File: src/rtl/tcc_pkg.sv
`default_nettype none

package tcc_pkg;

	// item kinds carried in s_axis_tuser
	typedef enum logic [1:0] {
		FUNC_TICK = 2'd0,
		FUNC_SET  = 2'd1,
		FUNC_LOAD = 2'd2
	} func_t;

	localparam int unsigned TICK_W  = 7;
	localparam int unsigned HUND_W  = 7;
	localparam int unsigned SEC_W   = 6;
	localparam int unsigned MIN_W   = 6;
	localparam int unsigned HOUR_W  = 5;
	localparam int unsigned DAY_W   = 5;
	localparam int unsigned MONTH_W = 4;
	localparam int unsigned YEAR_W  = 7;
	localparam int unsigned CNT_W   = 16;

	localparam logic [TICK_W-1:0] TICK_MAX  = 7'd99;
	localparam logic [HUND_W:0]   HUND_MOD  = 8'd100;
	localparam logic [SEC_W:0]    SEC_MOD   = 7'd60;
	localparam logic [MIN_W:0]    MIN_MOD   = 7'd60;
	localparam logic [HOUR_W:0]   HOUR_MOD  = 6'd24;
	localparam logic [MONTH_W:0]  MONTH_MOD = 5'd13;
	localparam logic [YEAR_W:0]   YEAR_MOD  = 8'd100;
	localparam logic [CNT_W-1:0]  CNT_MAX   = 16'hFFFF;

	typedef struct packed {
		logic [1:0]         func;
		logic [TICK_W-1:0]  elapsed_ticks;
		logic [YEAR_W-1:0]  set_year;
		logic [MONTH_W-1:0] set_month;
		logic [DAY_W-1:0]   set_day;
		logic [HOUR_W-1:0]  set_hour;
		logic [MIN_W-1:0]   set_minute;
		logic [SEC_W-1:0]   set_second;
		logic [CNT_W-1:0]   timeout_value;
	} item_t;

	typedef struct packed {
		logic               second_event;
		logic [SEC_W-1:0]   out_second;
		logic [MIN_W-1:0]   out_minute;
		logic [HOUR_W-1:0]  out_hour;
		logic [DAY_W-1:0]   out_day;
		logic [MONTH_W-1:0] out_month;
		logic [YEAR_W-1:0]  out_year;
		logic [CNT_W-1:0]   timeout_left;
		logic [CNT_W-1:0]   passes_per_second;
	} result_t;

	// day value at which the month rolls over (days in month plus one)
	function automatic logic [DAY_W:0] day_limit(input logic [MONTH_W-1:0] month,
		input logic [YEAR_W-1:0] year);
		logic [DAY_W:0] lim;
		lim = 6'd32;
		unique case (month)
			4'd2:                      lim = (year[1:0] != 2'd0) ? 6'd29 : 6'd30;
			4'd4, 4'd6, 4'd9, 4'd11:   lim = 6'd31;
			default:                   lim = 6'd32;
		endcase
		return lim;
	endfunction

endpackage

`default_nettype wire

File: src/rtl/tcc_in_stage.sv
`default_nettype none

module tcc_in_stage (
	input  wire logic          clk,
	input  wire logic          arst_n,
	input  wire logic          in_valid,
	output logic               in_ready,
	input  wire tcc_pkg::item_t in_item,
	input  wire logic          take,
	output logic               valid_s1,
	output tcc_pkg::item_t     item_s1
);
	import tcc_pkg::*;

	// stage frees up when empty or when its transaction moves on this cycle
	assign in_ready = !valid_s1 || take;

	always_ff @(posedge clk or negedge arst_n) begin
		if (!arst_n) begin
			valid_s1 <= 1'b0;
		end else if (in_ready) begin
			valid_s1 <= in_valid;
		end
	end

	always_ff @(posedge clk) begin
		if (in_valid && in_ready) begin
			item_s1 <= in_item;
		end
	end

endmodule

`default_nettype wire

File: src/rtl/tcc_core.sv
`default_nettype none

module tcc_core (
	input  wire logic           clk,
	input  wire logic           arst_n,
	input  wire logic           step,
	input  wire tcc_pkg::item_t item,
	output tcc_pkg::result_t    res
);
	import tcc_pkg::*;

	logic [HUND_W-1:0]  hund_q, hund_d;
	logic [SEC_W-1:0]   sec_q, sec_d;
	logic [MIN_W-1:0]   min_q, min_d;
	logic [HOUR_W-1:0]  hour_q, hour_d;
	logic [DAY_W-1:0]   day_q, day_d;
	logic [MONTH_W-1:0] month_q, month_d;
	logic [YEAR_W-1:0]  year_q, year_d;
	logic [CNT_W-1:0]   tmo_q, tmo_d;
	logic [CNT_W-1:0]   pass_q, pass_d;
	logic [CNT_W-1:0]   rate_q, rate_d;
	logic               event_q, event_d;

	logic [TICK_W-1:0]  ticks;
	logic [HUND_W:0]    sum;
	logic               is_tick;
	logic [SEC_W:0]     sec_inc;
	logic [MIN_W:0]     min_inc;
	logic [HOUR_W:0]    hour_inc;
	logic [DAY_W:0]     day_inc;
	logic [MONTH_W:0]   month_inc;
	logic [YEAR_W:0]    year_inc;
	logic               c_min, c_hour, c_day, c_month, c_year;
	logic [CNT_W-1:0]   pass_base;

	always_comb begin
		is_tick   = (item.func == FUNC_TICK);
		ticks     = (item.elapsed_ticks > TICK_MAX) ? TICK_MAX : item.elapsed_ticks;
		sum       = {1'b0, hund_q} + {1'b0, ticks};
		event_d   = is_tick && (sum >= HUND_MOD);

		sec_inc   = {1'b0, sec_q} + 7'd1;
		min_inc   = {1'b0, min_q} + 7'd1;
		hour_inc  = {1'b0, hour_q} + 6'd1;
		day_inc   = {1'b0, day_q} + 6'd1;
		month_inc = {1'b0, month_q} + 5'd1;
		year_inc  = {1'b0, year_q} + 8'd1;

		// ripple of rollovers, only on a second event
		c_min   = event_d && (sec_inc >= SEC_MOD);
		c_hour  = c_min && (min_inc >= MIN_MOD);
		c_day   = c_hour && (hour_inc >= HOUR_MOD);
		c_month = c_day && (day_inc >= day_limit(month_q, year_q));
		c_year  = c_month && (month_inc >= MONTH_MOD);

		hund_d  = hund_q;
		sec_d   = sec_q;
		min_d   = min_q;
		hour_d  = hour_q;
		day_d   = day_q;
		month_d = month_q;
		year_d  = year_q;
		tmo_d   = tmo_q;
		pass_d  = pass_q;
		rate_d  = rate_q;
		pass_base = pass_q;

		unique case (item.func)
			FUNC_TICK: begin
				if (event_d) begin
					hund_d = sum[HUND_W-1:0] - HUND_MOD[HUND_W-1:0];
					if (tmo_q != '0) begin
						tmo_d = tmo_q - 16'd1;
					end
					rate_d    = pass_q;
					pass_base = '0;
					sec_d = c_min ? '0 : sec_inc[SEC_W-1:0];
				end else begin
					hund_d = sum[HUND_W-1:0];
				end
				if (c_min) begin
					min_d = c_hour ? '0 : min_inc[MIN_W-1:0];
				end
				if (c_hour) begin
					hour_d = c_day ? '0 : hour_inc[HOUR_W-1:0];
				end
				if (c_day) begin
					day_d = c_month ? 5'd1 : day_inc[DAY_W-1:0];
				end
				if (c_month) begin
					month_d = c_year ? 4'd1 : month_inc[MONTH_W-1:0];
				end
				if (c_year) begin
					year_d = (year_inc >= YEAR_MOD) ? '0 : year_inc[YEAR_W-1:0];
				end
				pass_d = (pass_base == CNT_MAX) ? pass_base : pass_base + 16'd1;
			end
			FUNC_SET: begin
				year_d  = item.set_year;
				month_d = item.set_month;
				day_d   = item.set_day;
				hour_d  = item.set_hour;
				min_d   = item.set_minute;
				sec_d   = item.set_second;
			end
			FUNC_LOAD: begin
				tmo_d = item.timeout_value;
			end
			default: begin
			end
		endcase
	end

	always_ff @(posedge clk or negedge arst_n) begin
		if (!arst_n) begin
			hund_q  <= '0;
			sec_q   <= '0;
			min_q   <= '0;
			hour_q  <= '0;
			day_q   <= 5'd1;
			month_q <= 4'd1;
			year_q  <= '0;
			tmo_q   <= '0;
			pass_q  <= '0;
			rate_q  <= '0;
			event_q <= 1'b0;
		end else if (step) begin
			hund_q  <= hund_d;
			sec_q   <= sec_d;
			min_q   <= min_d;
			hour_q  <= hour_d;
			day_q   <= day_d;
			month_q <= month_d;
			year_q  <= year_d;
			tmo_q   <= tmo_d;
			pass_q  <= pass_d;
			rate_q  <= rate_d;
			event_q <= event_d;
		end
	end

	// state registers double as the result register
	assign res.second_event      = event_q;
	assign res.out_second        = sec_q;
	assign res.out_minute        = min_q;
	assign res.out_hour          = hour_q;
	assign res.out_day           = day_q;
	assign res.out_month         = month_q;
	assign res.out_year          = year_q;
	assign res.timeout_left      = tmo_q;
	assign res.passes_per_second = rate_q;

endmodule

`default_nettype wire

File: src/rtl/tick_clock_calendar_top.sv
`default_nettype none

// Channel  | Dir | Signals              | Contents
// ---------+-----+----------------------+----------------------------------------------
// s_axis   | in  | tvalid/tready/tuser  | tuser: func; tdata: set/tick/load payload
//          |     | tdata[55:0]          |
// m_axis   | out | tvalid/tready/tuser  | tuser: second_event; tdata: calendar + counters
//          |     | tdata[71:0]          |
//
// One transaction in per clock while m_axis_tready is high, one result out per
// transaction; an accepted input passes the input register, then the state/result register.
// All work happens in one combinational pass between the input register and
// the state registers, which also serve as the result register.
// Reset: asynchronous, active low; calendar comes up at day 1, month 1, year 0,
// 00:00:00 with timeout and pass counters cleared.
// Stalls: s_axis_tready falls only when both the input register and the result
// register are full and m_axis_tready is low; it depends combinationally on
// m_axis_tready.

module tick_clock_calendar_top (
	input  wire logic        clk,
	input  wire logic        arst_n,
	input  wire logic        s_axis_tvalid,
	output logic             s_axis_tready,
	// [1:0] func
	input  wire logic [1:0]  s_axis_tuser,
	// [6:0] elapsed_ticks, [13:7] set_year, [17:14] set_month, [22:18] set_day,
	// [27:23] set_hour, [33:28] set_minute, [39:34] set_second,
	// [55:40] timeout_value
	input  wire logic [55:0] s_axis_tdata,
	output logic             m_axis_tvalid,
	input  wire logic        m_axis_tready,
	// [0] second_event
	output logic [0:0]       m_axis_tuser,
	// [5:0] out_second, [11:6] out_minute, [16:12] out_hour, [21:17] out_day,
	// [25:22] out_month, [32:26] out_year, [48:33] timeout_left,
	// [64:49] passes_per_second, [71:65] zero
	output logic [71:0]      m_axis_tdata
);
	import tcc_pkg::*;

	item_t   in_item;
	item_t   item_s1;
	result_t res;
	logic    valid_s1;
	logic    take;
	logic    out_valid_q;

	// unpack the slave-side transaction
	assign in_item.func          = s_axis_tuser;
	assign in_item.elapsed_ticks = s_axis_tdata[6:0];
	assign in_item.set_year      = s_axis_tdata[13:7];
	assign in_item.set_month     = s_axis_tdata[17:14];
	assign in_item.set_day       = s_axis_tdata[22:18];
	assign in_item.set_hour      = s_axis_tdata[27:23];
	assign in_item.set_minute    = s_axis_tdata[33:28];
	assign in_item.set_second    = s_axis_tdata[39:34];
	assign in_item.timeout_value = s_axis_tdata[55:40];

	// an item moves into the state/result register when that slot is free
	assign take = valid_s1 && (!out_valid_q || m_axis_tready);

	tcc_in_stage u_in_stage (
		.clk      (clk),
		.arst_n   (arst_n),
		.in_valid (s_axis_tvalid),
		.in_ready (s_axis_tready),
		.in_item  (in_item),
		.take     (take),
		.valid_s1 (valid_s1),
		.item_s1  (item_s1)
	);

	tcc_core u_core (
		.clk    (clk),
		.arst_n (arst_n),
		.step   (take),
		.item   (item_s1),
		.res    (res)
	);

	always_ff @(posedge clk or negedge arst_n) begin
		if (!arst_n) begin
			out_valid_q <= 1'b0;
		end else if (take) begin
			out_valid_q <= 1'b1;
		end else if (m_axis_tready) begin
			out_valid_q <= 1'b0;
		end
	end

	assign m_axis_tvalid = out_valid_q;
	assign m_axis_tuser  = res.second_event;
	assign m_axis_tdata  = {7'd0,
		res.passes_per_second,
		res.timeout_left,
		res.out_year,
		res.out_month,
		res.out_day,
		res.out_hour,
		res.out_minute,
		res.out_second};

endmodule

`default_nettype wire

File: config.mk
export PLATFORM = sky130hd
export DESIGN_NAME = tick_clock_calendar_top
export DESIGN_NICKNAME = d
export VERILOG_FILES = /design/src/rtl/tcc_pkg.sv /design/src/rtl/tcc_in_stage.sv /design/src/rtl/tcc_core.sv /design/src/rtl/tick_clock_calendar_top.sv
export SDC_FILE = /design/constraint.sdc
export NUM_CORES = 1
export LEC_CHECK = 0
export ABC_AREA = 1
export ABC_CLOCK_PERIOD_IN_PS = 6600
export BUFFER_PORTS_ARGS = -buffer_cell sky130_fd_sc_hd__buf_2
export CORE_ASPECT_RATIO = 0.8
export CORE_MARGIN = 2
export CORE_UTILIZATION = 45
export CTS_CLUSTER_DIAMETER = 80
export DETAILED_ROUTE_END_ITERATION = 10
export MAX_ROUTING_LAYER = met4
export PLACE_DENSITY = 0.66
export RECOVER_POWER = 100
export SLEW_MARGIN = 40
export SYNTH_ARGS = -nofsm -noshare
export SYNTH_HDL_FRONTEND = slang
export SYNTH_SLANG_ARGS = --single-unit
File: constraint.sdc
create_clock -name clk -period 6.6 [get_ports clk]
set_input_delay 1.65 -clock clk [delete_from_list [all_inputs] [get_ports clk]]
set_output_delay 1.65 -clock clk [all_outputs]
set_load 0.005 [all_outputs]
* Word-level counts from Yosys, hierarchy flattened
Index checks and enable logic that the tools add are counted.
** Word-level totals
- Output and inout port bits :: 75
- Logic and storage cells :: 113
- Input port bits :: 62
- Register bits after elaboration :: 149
** Operators by class
- Equality and inequality tests :: 15
- Reductions and logical operators :: 28
- Magnitude comparators :: 8
- Multiplexer cells :: 30
- Add/subtract/negate cells :: 10
** Operators with widths (number)
- $mux W16 :: 5
- $pmux W6 S2 :: 3
- $pmux W16 S2 :: 1
- $mux W7 :: 4
- $mux W6 :: 4
- $reduce_and A3 Y1 :: 7
- $mux W5 :: 4
- $pmux W5 S2 :: 2
- $add A16 B1 Y16 const B :: 1
- $eq A16 B16 Y1 const B :: 1
- $ge A8 B7 Y1 const B :: 2
- $reduce_bool A16 Y1 :: 1
- $sub A16 B1 Y16 const B :: 1
- $add A6 B1 Y7 const B :: 2
- $ge A7 B6 Y1 const B :: 2
- $pmux W7 S2 :: 1
- $add A5 B1 Y6 const B :: 2
- $ne A2 B2 Y1 const B :: 6
- $add A7 B1 Y8 const B :: 1
- $add A7 B7 Y8 :: 1
- $eq A4 B3 Y1 const B :: 2
- $eq A4 B4 Y1 const B :: 2
- $logic_and A1 B1 Y1 :: 8
- $mux W4 :: 2
- other kinds (20) :: 26

* Logic depth before layout (Yosys ltp)
Gate-level depths: netlist of run 1.
- Depth after elaboration :: 13
- Depth in mapped cells :: 29
- Gate-level depth less buffers :: 26

* By module
Synthesis of run 1 repeated with hierarchy kept, for this count alone.
** Second synthesis, totals
- Cells, all modules :: 921
- Area, all modules :: 8045.2 um^2
** Modules (own cells, without submodules)
- tcc_core :: area each 6153.4 um^2, seq. area each 2229.6 um^2, times used 1, cells each 843
- tcc_in_stage :: area each 1786.7 um^2, seq. area each 1766.7 um^2, times used 1, cells each 64
- tick_clock_calendar_top :: area each 105.1 um^2, seq. area each 25.0 um^2, times used 1, cells each 14

* Worst setup path before layout of run 1
No wires, ideal clock.
- Path kind :: register to register
- Start point :: register, netlist name u_in_stage.item_s1[51]
- End point :: register u_core.pass_q[14]
- Library setup time :: 0.113 ns
- Data required time :: 6.487 ns
- Stages on the path, launching flop included :: 27
- Arrival time :: 3.600 ns
- Buffers on the path :: 3
- Clock period less this slack :: 3.713 ns
- Path slack :: 2.887 ns
- Cell sequence :: edfxtp_1 -> inv_1 -> a31oi_1 -> or2_2 -> ha_1 -> fa_1 -> xor2_1 -> inv_1 -> ha_1 -> nand3_1 -> nand2_1 -> o21bai_2 -> nand2_2 -> buf_6 -> buf_6 -> buf_6 -> nand2_1 -> inv_1 -> ha_1 -> nand2_1 -> nand3b_4 -> nor2_4 -> nand3_1 -> nor2_1 -> nand3_1 -> nand2_1 -> inv_1
** On the way
- Word-level cells in the longest chain between the ends :: 9
- Elaborated cells between the ends (all ways) :: 10
- Those cells by class :: 2 x add/sub; 2 x order compare; 1 x eq/ne; 4 x mux; 1 x reduce/logical
** RTL lines
- $gt A7 B7 Y1 :: line tcc_core.sv:38 : ticks = (item.elapsed_ticks > TICK_MAX) ? TICK_MAX : item.elapsed_ticks;
- $mux W7 * :: line tcc_core.sv:38
- $add A7 B7 Y8 * :: line tcc_core.sv:39 : sum = {1'b0, hund_q} + {1'b0, ticks};
- $ge A8 B7 Y1 * :: line tcc_core.sv:40 : event_d = is_tick && (sum >= HUND_MOD);
- $logic_and A1 B1 Y1 * :: line tcc_core.sv:40
- $mux W16 * :: line tcc_core.sv:70 : if (event_d) begin
- $mux W16 * :: line tcc_core.sv:68 : unique case (item.func)
- $add A16 B1 Y16 / $eq A16 B16 Y1 (equally long branches) :: line tcc_core.sv:96 : pass_d = (pass_base == CNT_MAX) ? pass_base : pass_base + 16'd1;
- $mux W16 * :: line tcc_core.sv:96
- end signal, assigned :: line tcc_core.sv:136 : pass_q <= pass_d;
- end, declared :: line tcc_core.sv:20 : logic [CNT_W-1:0] pass_q, pass_d;
Every way passes the cells marked *; elsewhere a longest branch is shown, timed or not. The select of a mux whose other input is x is not followed.
A chain may end at the register's enable or synchronous reset.

* Worst setup path in the final report of run 1
- Start point :: register, netlist name u_in_stage.item_s1[51]
- End point :: register u_core.pass_q[10]
** On the way
- Word-level cells in the longest chain between the ends :: 9
- Elaborated cells between the ends (all ways) :: 10
- Those cells by class :: 2 x add/sub; 2 x order compare; 1 x eq/ne; 4 x mux; 1 x reduce/logical
** RTL lines (line)
- $gt A7 B7 Y1 :: tcc_core.sv:38
- $mux W7 * :: tcc_core.sv:38
- $add A7 B7 Y8 * :: tcc_core.sv:39
- $ge A8 B7 Y1 * :: tcc_core.sv:40
- $logic_and A1 B1 Y1 * :: tcc_core.sv:40
- $mux W16 * :: tcc_core.sv:70
- $mux W16 * :: tcc_core.sv:68
- $add A16 B1 Y16 / $eq A16 B16 Y1 (equally long branches) :: tcc_core.sv:96
- $mux W16 * :: tcc_core.sv:96
Marks and branches as above.

==> flow_metrics.env, run 1 <==
export IMPL_leakagePower_uw=0.00438
export IMPL_relSlewSlack=-0.536
export IMPL_final_setup_tns_ps=0
export IMPL_nets=1121
export IMPL_num_vias=6357
export IMPL_power_per_cell_area_nw_per_um2=405
export IMPL_holdWs_ps=470
export IMPL_skew_ps=10.2
export IMPL_worstReg2RegStart="u_in_stage.item_s1[51]"
export IMPL_hold_path_class="flip-flop to flip-flop"
export IMPL_dr_pass1_iters=4
export IMPL_setup_viol=0
export IMPL_grt_overflow_total=0
export IMPL_drt_wl_total_um=18000
export IMPL_cp_startpoint="u_in_stage.item_s1[51]"
export IMPL_n_fill_cell=1641
export IMPL_initial_utilization=0.458
export IMPL_antenna_found_initial=1
export IMPL_ys_ff_latch=149
export IMPL_fp_coreArea_um2=17300
export IMPL_cts_setup_buffers=0
export IMPL_rsz0062_at_grt="no"
export IMPL_avgSynthCellArea_um2=8.82
export IMPL_io_buffer_count=129
export IMPL_period_share=0.773
export IMPL_ys_types=51
export IMPL_htree_levels=4
export IMPL_final_cells=1267
export IMPL_clk_pin_slew_ps=60
export IMPL_grt_max_degree=59
export IMPL_post_cts_resized=0
export IMPL_syn_to_final_growth_pct=15.8
export IMPL_dieArea_um2=18700
export IMPL_cp_start_kind="flip-flop"
export IMPL_seq_area_frac_synth=0.508
export IMPL_grt_pass1_wl_um=29000
export IMPL_clock_latency_ps=420
export IMPL_min_period_ps=5100
export IMPL_synth_top_cell_by_area="dfrtp_1"
export IMPL_multiInputGateArea_um2=3310
export IMPL_cts_sinks=149
export IMPL_slew_viol_final=81
export IMPL_cp_end_kind="flip-flop"
export IMPL_outcome="complete, but fails checks"
export IMPL_cts_tree="yes"
export IMPL_ios=137
export IMPL_hold_viol=0
export IMPL_dr_first_iter_drc_count=456
export IMPL_netlist_top_cells_count="247 x nand2_1, 92 x inv_1, 89 x dfrtp_1"
export IMPL_worstMarginPinSlew_ps=2300
export IMPL_synth_edff_count=58
export IMPL_maxCapViolCount=2
export IMPL_rows=43
export IMPL_drive_gt1_frac=0.135
export IMPL_cts_root_buf="clkbuf_16"
export IMPL_post_drt_wl_per_cell_um=14.2
export IMPL_crit_required_ps=6950
export IMPL_vdd_drop_max_mv=0.170
export IMPL_ff_latch_area_um2=4020
export IMPL_cts_buffer_depth=2
export IMPL_syn_inst=897
export IMPL_grt_pass1_vias=5751
export IMPL_ys_flop_type="dfrtp_1"
export IMPL_power_uw=3710
export IMPL_fp_dieW_um=152
export IMPL_antenna_left=0
export IMPL_synth_top_cell_area_share=0.282
export IMPL_hold_start="u_core.rate_q[13]"
export IMPL_fin_util=0.530
export IMPL_worst_endpoint_arrival_ps=5450
export IMPL_async_reset_ff_frac=0.611
export IMPL_fmax_mhz=196
export IMPL_grt_usage=0.202
export IMPL_cp_max_fo=29
export IMPL_drc=0
export IMPL_yosysWarnings=0
export IMPL_yosysMostFrequentCell="nand2_1"
export IMPL_globalplace_congestion=0.876
export IMPL_cts_buffers=17
export IMPL_crit_type="flip-flop to flip-flop"
export IMPL_synth_area_um2=7910
export IMPL_violations="max-capacitance violations, max-slew violations"
export IMPL_dpl_hpwl_um=12600
export IMPL_postCtsHoldBufs=0
export IMPL_routed_via_density=5.02
export IMPL_dp_cells=1233
export IMPL_synth_area_leaders="dfrtp_1 28%, edfxtp_1 22%, nand2_1 12%"
export IMPL_die_height_um=123
## final timing paths
| path | cells past startpoint | slack (ps) | to |
|---|---|---|---|
| worst max-delay path | 22 | 1500 | u_core.pass_q[10] |
| worst max register to register | 22 | 1500 | u_core.pass_q[10] |
| min in group asynchronous | 1 | 1910 | u_core.day_q[4] |
| worst min register to register | 2 | 470 | u_core.rate_q[13] |
| max in group asynchronous | 2 | 2420 | u_core.tmo_q[14] |
| worst min-delay path | 2 | 470 | u_core.rate_q[13] |
## cell families (layout without fill, tap and decap cells)
family	after synthesis	after routing	synth area share
AND/OR/NAND/NOR	429	429	0.242
flip-flops	149	149	0.508
AO/OA/AOI/OAI	132	132	0.0992
buffers and inverters	125	263	0.0663
adder cells (fa/ha/maj)	31	31	0.0500
XOR/XNOR	30	30	0.0332
other	1	8	0.000474
## placed cells by master (no fill, tap or decap), types with 3 or more instances in the layout
master      netlist  routed
nand2_1         247     252
inv_1            92      93
dfrtp_1          89      89
buf_2             2      83
nor2_1           63      67
nand3_1          60      61
edfxtp_1         58      58
clkbuf_1         15      50
o21ai_0          41      44
a21oi_1          41      41
ha_1             30      30
xor2_1           26      26
clkbuf_16         0      17
a31oi_1           9       9
o211ai_1          9       9
nand3b_1          7       8
nand4_1           7       7
nor3_1            7       7
conb_1            1       7
nand2_2          10       6
a22oi_1           6       6
nand3_2           6       5
or2_2             5       5
clkinv_1          3       5
o22ai_1           5       5
nor2_2            3       4
xnor2_1           4       4
clkinv_2          0       4
clkinvlp_4        0       4
o21a_1            3       3
## stage by stage
step	instance area [um2]	worst slack, ps
finish	9160	1500
global route	9160	961
CTS	9300	2200
detailed placement	8740	2230
global placement	8730	2360
floorplan	7930	2890
## worst max-delay path: stages, from the launching register on
cell and delay [ps]:
edfxtp_1 360, inv_1 80, a31oi_1 140, or2_2 300
ha_1 200, fa_1 420, xor2_1 200, inv_1 110
ha_1 180, nand3_1 80, nand2_1 90, o21bai_2 60
nand2_1 740, inv_1 350, nor2_1 220, ha_1 200
nand2_1 50, nand3b_1 230, nor2_1 380, nand2_1 310
nand3_1 170, nand2_1 70, nand2_1 70
## per-layer routing
metal	GRT usage	vias to the layer above	routed length (um)
met5	-	-	0
met4	0.0508	0	150
met3	0.0505	12	1190
met2	0.283	197	7590
met1	0.294	2925	9050
li1	-	3223	-
## area by class of cell
class                   count  share of cell area
multi-input cells         629               0.361
clock inverters            13              0.0143
inverters                  97              0.0397
repair buffers            134              0.0672
well taps                 225              0.0307
clock buffers              19              0.0473
flip-flops and latches    149               0.439
diodes                      1            0.000273
## sequential cells by signal (all words and copies together) (netlist names)
name	cells
u_in_stage.item_s1	58
u_core.pass_q	16
u_core.rate_q	16
u_core.tmo_q	16
u_core.hund_q	7
u_core.year_q	7
u_core.min_q	6
u_core.sec_q	6
u_core.day_q	5
u_core.hour_q	5
u_core.month_q	4
m_axis_tvalid	1
u_core.event_q	1
u_in_stage.valid_s1	1
## power breakdown
group	total [uW]	internal (uW)	switching, uW	leakage, uW
logic	1300	534	766	0.00243
clock network	937	554	383	0.000267
registers	1470	1210	260	0.00168
total	3710	2300	1410	0.00438
No activity file was read; power rests on OpenSTA's default activity.
==> run 2, diff against run 1 <==
- ABC_CLOCK_PERIOD_IN_PS: 6600 -> 4600
- PLACE_DENSITY: 0.66 -> 0.69
- clock period: 6.6 -> 4.6 ns (I/O delays scaled with it)
==> run 2 against run 1 <==
Net effect:
- the flow still finishes with violations (max-capacitance violations, max-slew violations)
- sequential share of layout area is 0.58 points lower
- non-clock buffer count grew 5
- via count rose by 1.6%
==> flow_metrics.env, run 2 (synthesized netlist as in run 1, its figures left out) <==
export IMPL_crit_type="flip-flop to flip-flop"
export IMPL_relSlewSlack=-0.235
export IMPL_dr_pass1_iters=5
export IMPL_drive_gt1_frac=0.137
export IMPL_r2r_slack_ps=440
export IMPL_worstMarginPinSlew_ps=1850
export IMPL_power_per_cell_area_nw_per_um2=591
export IMPL_cts_buffers=17
export IMPL_cp_end_kind="flip-flop"
export IMPL_drc=0
export IMPL_rsz0062_at_grt="no"
export IMPL_skew_ps=14.8
export IMPL_fmax_mhz=241
export IMPL_cts_sinks=149
export IMPL_grt_overflow_total=0
export IMPL_slew_viol_final=60
export IMPL_grt_max_degree=36
export IMPL_globalplace_congestion=0.895
export IMPL_clk_pin_slew_ps=60
export IMPL_dieArea_um2=18700
export IMPL_worstReg2RegStart="u_in_stage.item_s1[51]"
export IMPL_maxCapViolCount=2
export IMPL_hold_start="u_core.rate_q[7]"
export IMPL_cp_start_kind="flip-flop"
export IMPL_hold_viol=0
export IMPL_r2r_end="u_core.pass_q[6]"
export IMPL_final_cell_mix="251 x nand2_1, 94 x inv_1, 89 x dfrtp_1, 76 x buf_2, 63 x nor2_1"
export IMPL_htree_levels=4
export IMPL_dpl_hpwl_um=13100
export IMPL_nets=1126
export IMPL_largest_register="u_in_stage.item_s1"
export IMPL_antenna_found_initial=1
export IMPL_outcome="complete, but fails checks"
export IMPL_hold_path_cell_count=2
export IMPL_vdd_drop_max_mv=0.253
export IMPL_grt_pass1_vias=6078
export IMPL_dp_slack_ps=523
export IMPL_violations="max-capacitance violations, max-slew violations"
export IMPL_min_period_ps=4160
export IMPL_num_vias=6461
export IMPL_clock_latency_ps=430
export IMPL_hold_end="u_core.rate_q[7]"
export IMPL_initial_utilization=0.458
export IMPL_reg2reg_depth=23
export IMPL_final_setup_tns_ps=0
export IMPL_cp_max_fo=23
export IMPL_post_cts_resized=0
export IMPL_postCtsHoldBufs=0
export IMPL_setup_viol=0
export IMPL_cts_buffer_depth=2
export IMPL_largest_register_ffs=58
export IMPL_fp_dieW_um=152
export IMPL_grt_usage=0.209
export IMPL_io_buffer_count=129
export IMPL_antenna_left=0
export IMPL_crit_required_ps=4860
export IMPL_leakagePower_uw=0.00442
export IMPL_cts_tree="yes"
export IMPL_routed_via_density=5.08
export IMPL_worst_endpoint_arrival_ps=4420
export IMPL_period_share=0.904
export IMPL_die_height_um=123
export IMPL_dr_first_iter_drc_count=439
export IMPL_timing_final_ws_setup_ps=443
export IMPL_ios=137
export IMPL_grt_pass1_wl_um=30200
export IMPL_fp_coreArea_um2=17300
export IMPL_hold_path_class="flip-flop to flip-flop"
export IMPL_syn_to_final_growth_pct=17.4
export IMPL_cts_setup_buffers=0
export IMPL_rows=43
export IMPL_cts_root_buf="clkbuf_16"
export IMPL_layout_commonest_cell="nand2_1"
export IMPL_post_drt_wl_per_cell_um=14.5
export IMPL_drt_wl_total_um=18400
## run 2: cell types whose count changed in the layout (fill, tap and decap cells not counted), sizes merged
| cell | change |
|---|---|
| bufinv | +2 |
| clkbuf | +8 |
| clkinv | +1 |
| clkinvlp | -3 |
| buf | -3 |
## run 2: worst max-delay path by stage
stage	startpoint	depth (start not counted)	endpoint
finish	u_in_stage.item_s1[51]	23	u_core.pass_q[6]
global route	u_in_stage.item_s1[55]	24	u_core.pass_q[1]
CTS	u_in_stage.item_s1[51]	24	u_core.pass_q[14]
detailed placement	u_in_stage.item_s1[51]	24	u_core.pass_q[14]
global placement	u_in_stage.item_s1[51]	24	u_core.pass_q[14]
floorplan	u_in_stage.item_s1[51]	26	u_core.pass_q[14]
## run 2: worst max-delay path: stages, from the launching register on
cell	delay, ps
edfxtp_1	360
inv_1	80
a31oi_1	140
or2_2	310
ha_1	210
fa_1	430
xor2_1	280
inv_1	120
ha_1	230
nand3_1	90
nand2_1	60
o21bai_2	130
nand2_2	130
buf_4	260
nand2_1	90
inv_1	40
ha_1	190
nand2_1	70
nand3b_4	170
nor2_4	70
nand2_1	270
nand2_1	100
nand2_1	60
o21ai_0	100
## run 2: per-layer routing
layer / routed length (um) / track usage / part of all wire
met1: 8980 / 0.293 / 0.49
met2: 8010 / 0.310 / 0.44
met3: 1260 / 0.0473 / 0.068
met4: 161 / 0.0572 / 0.0087
met5: 0 / - / 0
## run 2: area by class of cell
cell class	instances	area, um2
timing repair buffer	139	633
multi-input combinational	629	3360
sequential	149	4020
antenna	1	2.50
tap	225	282
clock buffer	19	443
inverter	97	364
clock inverter	13	181
fill	1610	7990
## run 2: stage by stage
step | hold WS (ps) | utilization | cell area [um2] | total power [uW] | cells
2_1_floorplan | 455 | - | 7930 | 3430 | 903
3_5_place_dp | 459 | 0.508 | 8780 | 4070 | 1239
5_1_grt | 489 | 0.537 | 9280 | 5930 | 1272
4_1_cts | 474 | 0.544 | 9400 | 5580 | 1271
3_3_place_gp | 451 | 0.508 | 8780 | 4020 | 1239
6_report | 468 | 0.537 | 9280 | 5490 | 1272
## run 2: power breakdown
group / internal [uW] / total, uW / switching (uW)
registers: 1740 / 2120 / 382
logic: 771 / 1890 / 1120
clock network: 921 / 1480 / 556
total: 3430 / 5490 / 2060
